### config.mk
export PLATFORM = sky130hd
export DESIGN_NAME = bmp_pixel_to_rgb565_converter
export DESIGN_NICKNAME = d
export VERILOG_FILES = /design/src/hdl/bmp565_pkg.sv /design/src/hdl/bmp565_ram.sv /design/src/hdl/bmp565_cfg.sv /design/src/hdl/bmp_pixel_to_rgb565_converter.sv
export SDC_FILE = /design/constraint.sdc
export NUM_CORES = 2
export LEC_CHECK = 0
export BUFFER_PORTS_ARGS = -buffer_cell sky130_fd_sc_hd__buf_4
export CAP_MARGIN = 20
export CORE_MARGIN = 2
export CORE_UTILIZATION = 25
export CTS_BUF_LIST = sky130_fd_sc_hd__clkbuf_8 sky130_fd_sc_hd__clkbuf_16
export DETAILED_ROUTE_END_ITERATION = 10
export HOLD_SLACK_MARGIN = 0.06
export PLACE_DENSITY = 0.42
export SKIP_CTS_REPAIR_TIMING = 1
export SYNTH_ARGS = -nofsm -noshare
export SYNTH_HDL_FRONTEND = slang
export SYNTH_SLANG_ARGS = --single-unit
### constraint.sdc
create_clock -name clk -period 5.6 [get_ports clk]
set_input_delay 1.4 -clock clk [delete_from_list [all_inputs] [get_ports clk]]
set_output_delay 1.4 -clock clk [all_outputs]
set_load 0.02 [all_outputs]
### src/hdl/bmp565_pkg.sv
`timescale 1ns / 1ps

package bmp565_pkg;

	// Pixel format codes; code 3 is handled as 24-bit
	typedef enum logic [1:0] {
		FMT_PAL8  = 2'd0,
		FMT_RGB16 = 2'd1,
		FMT_BGR24 = 2'd2
	} fmt_t;

	// Register indexes of the configuration port
	localparam logic [1:0] REG_PIXEL_FORMAT   = 2'd0;
	localparam logic [1:0] REG_ROW_WIDTH      = 2'd1;
	localparam logic [1:0] REG_FIVE_BIT_GREEN = 2'd2;

	// Item kinds
	localparam logic ACT_PIXEL_BYTE    = 1'b0;
	localparam logic ACT_PALETTE_WRITE = 1'b1;

	localparam int CFG_DATA_W = 13;

	// Settings seen by the pixel path
	typedef struct packed {
		fmt_t fmt;
		logic green555;
	} cfg_t;

	// Bytes per pixel for a format code
	function automatic logic [1:0] bytes_per_pixel(input fmt_t fmt);
		logic [1:0] b;
		case (fmt)
			FMT_PAL8:  b = 2'd1;
			FMT_RGB16: b = 2'd2;
			default:   b = 2'd3;
		endcase
		return b;
	endfunction

	// Truncate 24-bit RGB to RGB565
	function automatic logic [15:0] to565(input logic [23:0] c);
		return {c[23:19], c[15:10], c[7:3]};
	endfunction

endpackage

### src/hdl/bmp565_ram.sv
`timescale 1ns / 1ps

module bmp565_ram #(
	parameter int WIDTH = 16,
	parameter int DEPTH = 256
) (
	input  logic                     clk,
	input  logic                     we,
	input  logic [$clog2(DEPTH)-1:0] waddr,
	input  logic [WIDTH-1:0]         wdata,
	input  logic                     re,
	input  logic [$clog2(DEPTH)-1:0] raddr,
	output logic [WIDTH-1:0]         rdata
);

	logic [WIDTH-1:0] mem_q [DEPTH];

	// Write one entry, read one entry into the output register
	always_ff @(posedge clk) begin
		if (we) begin
			mem_q[waddr] <= wdata;
		end
		if (re) begin
			rdata <= mem_q[raddr];
		end
	end

endmodule

### src/hdl/bmp565_cfg.sv
`timescale 1ns / 1ps

module bmp565_cfg #(
	parameter int MAX_ROW_PIXELS = 4096,
	parameter int CNT_W          = 14
) (
	input  logic                         clk,
	input  logic                         arst_n,
	input  logic                         cfg_valid,
	output logic                         cfg_ready,
	input  logic [1:0]                   cfg_index,
	input  logic [bmp565_pkg::CFG_DATA_W-1:0] cfg_data,
	output bmp565_pkg::cfg_t             cfg,
	output logic [CNT_W-1:0]             row_data
);

	import bmp565_pkg::*;

	localparam int WID_W     = $clog2(MAX_ROW_PIXELS + 1);
	// Reset width of 240 pixels, clamped like a written width
	localparam int RST_WIDTH = (MAX_ROW_PIXELS < 240) ? MAX_ROW_PIXELS : 240;

	fmt_t              fmt_q;
	logic              green_q;
	logic [WID_W-1:0]  width_q;
	logic [CNT_W-1:0]  row_data_q;
	logic [WID_W-1:0]  width_new;
	logic              wr;

	// Row data size in bytes for a pixel size and a clamped width
	function automatic logic [CNT_W-1:0] row_bytes(input logic [1:0] bpp,
			input logic [WID_W-1:0] w);
		logic [CNT_W-1:0] r;
		case (bpp)
			2'd1:    r = CNT_W'(w);
			2'd2:    r = CNT_W'(w) << 1;
			default: r = CNT_W'(w) + (CNT_W'(w) << 1);
		endcase
		return r;
	endfunction

	assign cfg_ready = 1'b1;
	assign wr        = cfg_valid & cfg_ready;

	// Clamp the written width into 1..MAX_ROW_PIXELS
	always_comb begin
		if (cfg_data == '0) begin
			width_new = WID_W'(1);
		end else if (32'(cfg_data) > MAX_ROW_PIXELS) begin
			width_new = WID_W'(MAX_ROW_PIXELS);
		end else begin
			width_new = WID_W'(cfg_data);
		end
	end

	// Hold registers and refresh the row size on each format or width write
	always_ff @(posedge clk or negedge arst_n) begin
		if (!arst_n) begin
			fmt_q      <= FMT_BGR24;
			green_q    <= 1'b0;
			width_q    <= WID_W'(RST_WIDTH);
			row_data_q <= CNT_W'(3 * RST_WIDTH);
		end else if (wr) begin
			case (cfg_index)
				REG_PIXEL_FORMAT: begin
					fmt_q      <= fmt_t'(cfg_data[1:0]);
					row_data_q <= row_bytes(bytes_per_pixel(fmt_t'(cfg_data[1:0])), width_q);
				end
				REG_ROW_WIDTH: begin
					width_q    <= width_new;
					row_data_q <= row_bytes(bytes_per_pixel(fmt_q), width_new);
				end
				REG_FIVE_BIT_GREEN: begin
					green_q <= cfg_data[0];
				end
				default: begin
				end
			endcase
		end
	end

	assign cfg.fmt      = fmt_q;
	assign cfg.green555 = green_q;
	assign row_data     = row_data_q;

endmodule

### src/hdl/bmp_pixel_to_rgb565_converter.sv
`timescale 1ns / 1ps
// A result item passes the stage 1 and stage 2 registers after its last byte.
// Throughput: one item per cycle while in_stall is low; the palette RAM takes
// one read and one write per cycle; a palette write reaches the very next item.
// Reset clears byte phase, row count, padding count and the pipeline; the palette
// RAM is not cleared and holds nothing usable until written.
module bmp_pixel_to_rgb565_converter #(
	parameter int PALETTE_DEPTH  = 256,
	parameter int MAX_ROW_PIXELS = 4096
) (
	input  logic                              clk,
	input  logic                              arst_n,
	input  logic                              cfg_valid,
	output logic                              cfg_ready,
	input  logic [1:0]                        cfg_index,
	input  logic [bmp565_pkg::CFG_DATA_W-1:0] cfg_data,
	input  logic                              in_valid,
	output logic                              in_stall,
	input  logic                              action,
	input  logic [7:0]                        data_byte,
	input  logic [7:0]                        palette_index,
	input  logic [23:0]                       palette_color,
	output logic                              out_valid,
	input  logic                              out_stall,
	output logic [15:0]                       pixel_rgb565,
	output logic                              row_end
);

	import bmp565_pkg::*;

	localparam int PAL_AW = $clog2(PALETTE_DEPTH);
	localparam int CNT_W  = $clog2(3 * MAX_ROW_PIXELS + 3);

	cfg_t              cfg;
	logic [CNT_W-1:0]  row_data;
	logic [1:0]        pad;
	logic [1:0]        bpp;

	logic [15:0]       held_q;
	logic [1:0]        phase_q;
	logic [CNT_W-1:0]  count_q;
	logic [1:0]        padleft_q;

	logic              accept;
	logic              adv_s1;
	logic              adv_s2;
	logic              is_pixel;
	logic              dropping;
	logic              gathering;
	logic              emit;
	logic [CNT_W-1:0]  count_next;
	logic              row_done;
	logic [15:0]       pix16;
	logic [15:0]       pix_c;
	logic              pal_we;
	logic [15:0]       pal_rdata;

	logic              v_s1;
	logic              pal_s1;
	logic              oob_s1;
	logic [15:0]       pix_s1;
	logic              end_s1;
	logic              v_s2;
	logic [15:0]       pix_s2;
	logic              end_s2;

	bmp565_cfg #(
		.MAX_ROW_PIXELS(MAX_ROW_PIXELS),
		.CNT_W(CNT_W)
	) u_cfg (
		.clk(clk),
		.arst_n(arst_n),
		.cfg_valid(cfg_valid),
		.cfg_ready(cfg_ready),
		.cfg_index(cfg_index),
		.cfg_data(cfg_data),
		.cfg(cfg),
		.row_data(row_data)
	);

	// Advance the two stages; stall input only when both are full and blocked
	assign adv_s2   = !v_s2 || !out_stall;
	assign adv_s1   = !v_s1 || adv_s2;
	assign in_stall = !adv_s1;
	assign accept   = in_valid && !in_stall;

	// Decode what the accepted byte does
	assign bpp        = bytes_per_pixel(cfg.fmt);
	assign pad        = 2'(2'd0 - row_data[1:0]);
	assign is_pixel   = (action == ACT_PIXEL_BYTE);
	assign dropping   = is_pixel && (padleft_q != 2'd0);
	assign gathering  = is_pixel && !dropping && ((3'(phase_q) + 3'd1) < 3'(bpp));
	assign emit       = is_pixel && !dropping && !gathering;
	assign count_next = count_q + CNT_W'(bpp);
	assign row_done   = (count_next >= row_data);

	// Build the direct-color pixel
	assign pix16 = {data_byte, held_q[7:0]};
	always_comb begin
		case (cfg.fmt)
			FMT_RGB16: begin
				if (cfg.green555) begin
					pix_c = {pix16[14:10], pix16[9:5], 1'b0, pix16[4:0]};
				end else begin
					pix_c = pix16;
				end
			end
			default: pix_c = to565({data_byte, held_q});
		endcase
	end

	// Palette RAM: write on in-range palette items, read on every accepted item
	assign pal_we = accept && (action == ACT_PALETTE_WRITE) && (9'(palette_index) < PALETTE_DEPTH);

	bmp565_ram #(
		.WIDTH(16),
		.DEPTH(PALETTE_DEPTH)
	) u_palette (
		.clk(clk),
		.we(pal_we),
		.waddr(palette_index[PAL_AW-1:0]),
		.wdata(to565(palette_color)),
		.re(accept),
		.raddr(data_byte[PAL_AW-1:0]),
		.rdata(pal_rdata)
	);

	// Update byte phase, row count and padding count
	always_ff @(posedge clk or negedge arst_n) begin
		if (!arst_n) begin
			phase_q   <= 2'd0;
			count_q   <= '0;
			padleft_q <= 2'd0;
		end else if (accept) begin
			if (dropping) begin
				padleft_q <= padleft_q - 2'd1;
			end else if (gathering) begin
				phase_q <= phase_q + 2'd1;
			end else if (emit) begin
				phase_q <= 2'd0;
				if (row_done) begin
					count_q   <= '0;
					padleft_q <= pad;
				end else begin
					count_q <= count_next;
				end
			end
		end
	end

	// Hold partial pixel bytes
	always_ff @(posedge clk) begin
		if (accept && gathering) begin
			if (phase_q == 2'd0) begin
				held_q[7:0] <= data_byte;
			end else begin
				held_q[15:8] <= data_byte;
			end
		end
	end

	// Stage 1 control
	always_ff @(posedge clk or negedge arst_n) begin
		if (!arst_n) begin
			v_s1 <= 1'b0;
		end else if (adv_s1) begin
			v_s1 <= accept && emit;
		end
	end

	// Stage 1 payload
	always_ff @(posedge clk) begin
		if (accept && emit) begin
			pal_s1 <= (cfg.fmt == FMT_PAL8);
			oob_s1 <= (9'(data_byte) >= PALETTE_DEPTH);
			pix_s1 <= pix_c;
			end_s1 <= row_done;
		end
	end

	// Stage 2 control
	always_ff @(posedge clk or negedge arst_n) begin
		if (!arst_n) begin
			v_s2 <= 1'b0;
		end else if (adv_s2) begin
			v_s2 <= v_s1;
		end
	end

	// Stage 2 payload: pick palette data or direct pixel
	always_ff @(posedge clk) begin
		if (adv_s2 && v_s1) begin
			if (pal_s1) begin
				pix_s2 <= oob_s1 ? 16'd0 : pal_rdata;
			end else begin
				pix_s2 <= pix_s1;
			end
			end_s2 <= end_s1;
		end
	end

	assign out_valid    = v_s2;
	assign pixel_rgb565 = pix_s2;
	assign row_end      = end_s2;

	// Padding starts only on a pixel boundary
	assert property (@(posedge clk) disable iff (!arst_n)
		(padleft_q != 2'd0) |-> (phase_q == 2'd0))
		else $error("padding pending mid-pixel");

	// A dropped padding byte counts down by one
	assert property (@(posedge clk) disable iff (!arst_n)
		(accept && dropping) |=> (padleft_q == $past(padleft_q) - 2'd1))
		else $error("padding count did not step");

	// Input stalls only when both stages are full and output is blocked
	assert property (@(posedge clk) disable iff (!arst_n)
		in_stall |-> (v_s1 && v_s2 && out_stall))
		else $error("input stalled with room in pipeline");

	// Byte phase never reaches a full 24-bit pixel
	assert property (@(posedge clk) disable iff (!arst_n)
		phase_q != 2'd3)
		else $error("byte phase overflow");

endmodule
==> metrics.csv <==
stage,metric,value,unit
cts,H-tree depth,5,
power,Clock power frac,41.9,%
yosys,ys flop type,edfxtp_1,
drt,total routed wirelength,481400,µm
timing,Slew @ Worst Pin,1.214,ns
cts,Root Buffer,clkbuf_16,
hold_path,Hold Path Class,flip-flop to flip-flop,
power,internal power,51.73,mW
timing,hold violation total from the final report,0,
timing,fin crit share,88.10,%
timing,max_slew headroom,19.06,%
timing,min cycle time layout,4.934,ns
power,Pwr Density,346.9,mW/mm²
yosys,synthesized cell area,0.1629,mm²
timing,final slew viol count,0,
run,maxcap violations,0,
drt,drt drc,0,
global_route,total track usage,14.18,%
placed_design,port buffer count,71,
yosys,"EDFF count, synth",4161,
yosys,"FFs w/ async S/R, synth",1.187,%
floorplan,Core Region,0.6496,mm²
cells_and_area,NumNets Final,8289,
yosys,post-synth top area share,76.70,%
yosys,"Seq/Total Area, Yosys",77.48,%
floorplan,Initial Util,25.08,%
worst_setup_path,critical path type,flip-flop to flip-flop,
floorplan,Die Width,811.2,µm
cells_and_area,Final Util,29.55,%
power,Reg power frac,52.5,%
yosys,Avg Inst Size Synth,21.87,µm²
cts,total CTS buffers,441,
floorplan,die span in y,811.2,µm
drt,drt pass-1 iters,6,
global_route,first-pass GRT wire length,663900,µm
drt,first-iteration detailed-routing DRC count,8472,
worst_setup_path,Critical Path End Type,flip-flop,
global_route,initial antenna violation count,42,
placed_design,Area after DPL,0.1782,mm²
timing,Max Clock Skew,0.05267,ns
drt,Vias/cell,4.632,
global_route,largest net degree at the start of global routing,145,
floorplan,IO Count,81,
yosys,cell with the most instances after synthesis,edfxtp_1,
placed_design,final RePlAce weighted congestion,0.8081,
yosys,post-synthesis net count,7558,
power,combinational share of power,5.6,%
floorplan,die area,0.6581,mm²
cts,Clock Sinks,4211,
yosys,Syn. warnings,0,
power,Peak VDD IR,0.2855,mV
yosys,post-synthesis cell type count,74,
worst_setup_path,CP Data Required Time,6.53,ns
floorplan,# rows,296,
timing,setup violators final,0,
yosys,Mapped Cells,7450,
drt,Final ANT Viol Nets,0,
cells_and_area,Syn-to-layout area delta,17.82,%
cts,"Clk Latency, worst-skew pair",1.00,ns
timing,"crit path setup slack, layout",0.6663,ns
cts,clk slew on worst S/H paths,0.06,ns
power,Net Sw Frac,22.32,%
placed_design,Post-Place Worst Slack,0.2796,ns
worst_setup_path,CP arrival,5.87,ns
power,Switch Pwr,14.86,mW
placed_design,dpl hpwl,292900,µm
run_status,status,finished clean,
worst_setup_path,Crit Path Max Fanout,11,
worst_setup_path,"setup slack, reg-to-reg",0.67,ns
drt,DR vias,79670,
yosys,ranking of synthesized cells by area,"edfxtp_1 77%, mux4_2 14%, a22oi_1 1.1%",
yosys,"top cells by count, synth","4,161 x edfxtp_1, 1,022 x mux4_2, 320 x nor2_1, 232 x a22oi_1, 210 x clkbuf_1",
worst_setup_path,Setup crit start kind,flip-flop,
global_route,grt total ovfl,0,
cells_and_area,share of layout cells above drive strength 1,29.50,%
timing,RSZ-0062 raised after global routing,no,
cells_and_area,Finished Cell Area,0.1919,mm²
timing,Achievable Freq,202.7,MHz
yosys,post-synth top area cell,edfxtp_1,
cts,CTS tree,yes,
drt,WL per Instance,27.99,µm
timing,setup TNS,0,ns
yosys,register bit total from synthesis,4211,
power,Leak,59.63,nW
global_route,number of global-route vias before repair,82230,
cts,Clock Tree Buf Depth,4,
-- power groups by stage --
stage	Combinational [mW]	Clock (mW)	Sequential [mW]
floorplan	1.90	0	35.5
global placement	3.76	0	35.6
detailed placement	3.81	0	35.6
CTS	3.82	28.7	34.9
global route	4.02	29.9	34.9
finish	3.74	27.9	34.9
-- final timing paths --
| check | start | endpoint | cells after the start |
|---|---|---|---|
| setup / recovery | u_cfg.fmt_q[1]$_DFFE_PN1P_ | count_q[8]$_DFFE_PN0P_ | 18 |
| max in group asynchronous | arst_n | count_q[12]$_DFFE_PN0P_ | 1 |
| min in group asynchronous | arst_n | u_cfg.width_q[0]$_DFFE_PN0P_ | 1 |
| hold reg to reg | end_s1$_DFFE_PP_ | row_end$_DFFE_PP_ | 0 |
| setup reg to reg | u_cfg.fmt_q[1]$_DFFE_PN1P_ | count_q[8]$_DFFE_PN0P_ | 18 |
| hold / removal | end_s1$_DFFE_PP_ | row_end$_DFFE_PP_ | 0 |
-- critical path, cell delays in order, from the launching register on --
cell and delay (ns):
dfstp_2 0.53, inv_1 0.14, nand2_1 0.13, ha_1 0.21, a21oi_1 0.10, and4b_1 0.32, and3_1 0.24, nand3_1 0.21
nor2_1 0.21, xor2_1 0.24, ha_1 0.29, a21o_1 0.18, a21o_1 0.20, a2111oi_0 0.48, o211ai_1 0.22, nand2_1 0.26
inv_1 0.23, nor2_1 0.44, a22o_1 0.23
-- cell type report --
type | count | area [µm²]
multi-input cells | 2758 | 34690
flip-flops and latches | 4211 | 126200
diodes | 19 | 47.55
repair buffers | 724 | 6391
inverters | 45 | 168.9
fillers | 63240 | 457700
well taps | 8642 | 10810
clock buffers | 445 | 11120
clock inverters | 356 | 2482
-- cell families after synthesis --
family | share of synthesized area (%)
muxes | 15.18
adders and majority gates | 0.3794
DFF | 77.48
AOI/OAI and AO/OA | 3.128
buffers and inverters | 1.469
xor gates and xnor gates | 0.1183
other | 0.002302
and+or+nand+nor | 2.242
-- placed cells by master (no fill, tap or decap), drive strengths merged, types with 23 or more instances in the layout --
| master | instances |
|---|---|
| a211oi | 63 |
| a21oi | 149 |
| a22o | 23 |
| a22oi | 232 |
| buf | 724 |
| bufinv | 27 |
| clkbuf | 445 |
| clkinv | 200 |
| dfrtp | 41 |
| edfxtp | 4161 |
| ha | 43 |
| inv | 167 |
| mux2 | 36 |
| mux2i | 126 |
| mux4 | 1024 |
| nand2 | 95 |
| nand2b | 26 |
| nand3 | 26 |
| nand4 | 23 |
| nor2 | 320 |
| nor2b | 65 |
| nor3 | 85 |
| nor4 | 50 |
| o211ai | 33 |
| o21ai | 59 |
| o22ai | 55 |
| o32ai | 59 |
-- stage by stage --
stage	instances	power (mW)	hold slack [ns]
floorplan	7450	37.43	0.4003
global placement	16380	39.33	0.4056
detailed placement	16380	39.39	0.4117
CTS	17180	67.46	0.3743
global route	17180	68.79	0.4422
finish	17200	66.58	0.4245
-- flip-flops by register name, indices dropped and copies added (netlist names), 13 cells and up --
| register | count |
|---|---|
| u_palette.rdata | 16 |
| u_palette.mem_q | 4096 |
| count_q | 14 |
| u_cfg.row_data | 14 |
| u_cfg.width_q | 13 |
| pixel_rgb565 | 16 |
| pix_s1 | 16 |
| held_q | 14 |
-- per-layer routing --
| layer | share of wire, % | track usage (%) |
|---|---|---|
| met3 | 6.6 | 2.780 |
| met5 | 0.011 | 0 |
| met4 | 2.3 | 3.113 |
| met2 | 48 | 23.15 |
| met1 | 44 | 19.61 |
Power figures use the tool's default switching activity.
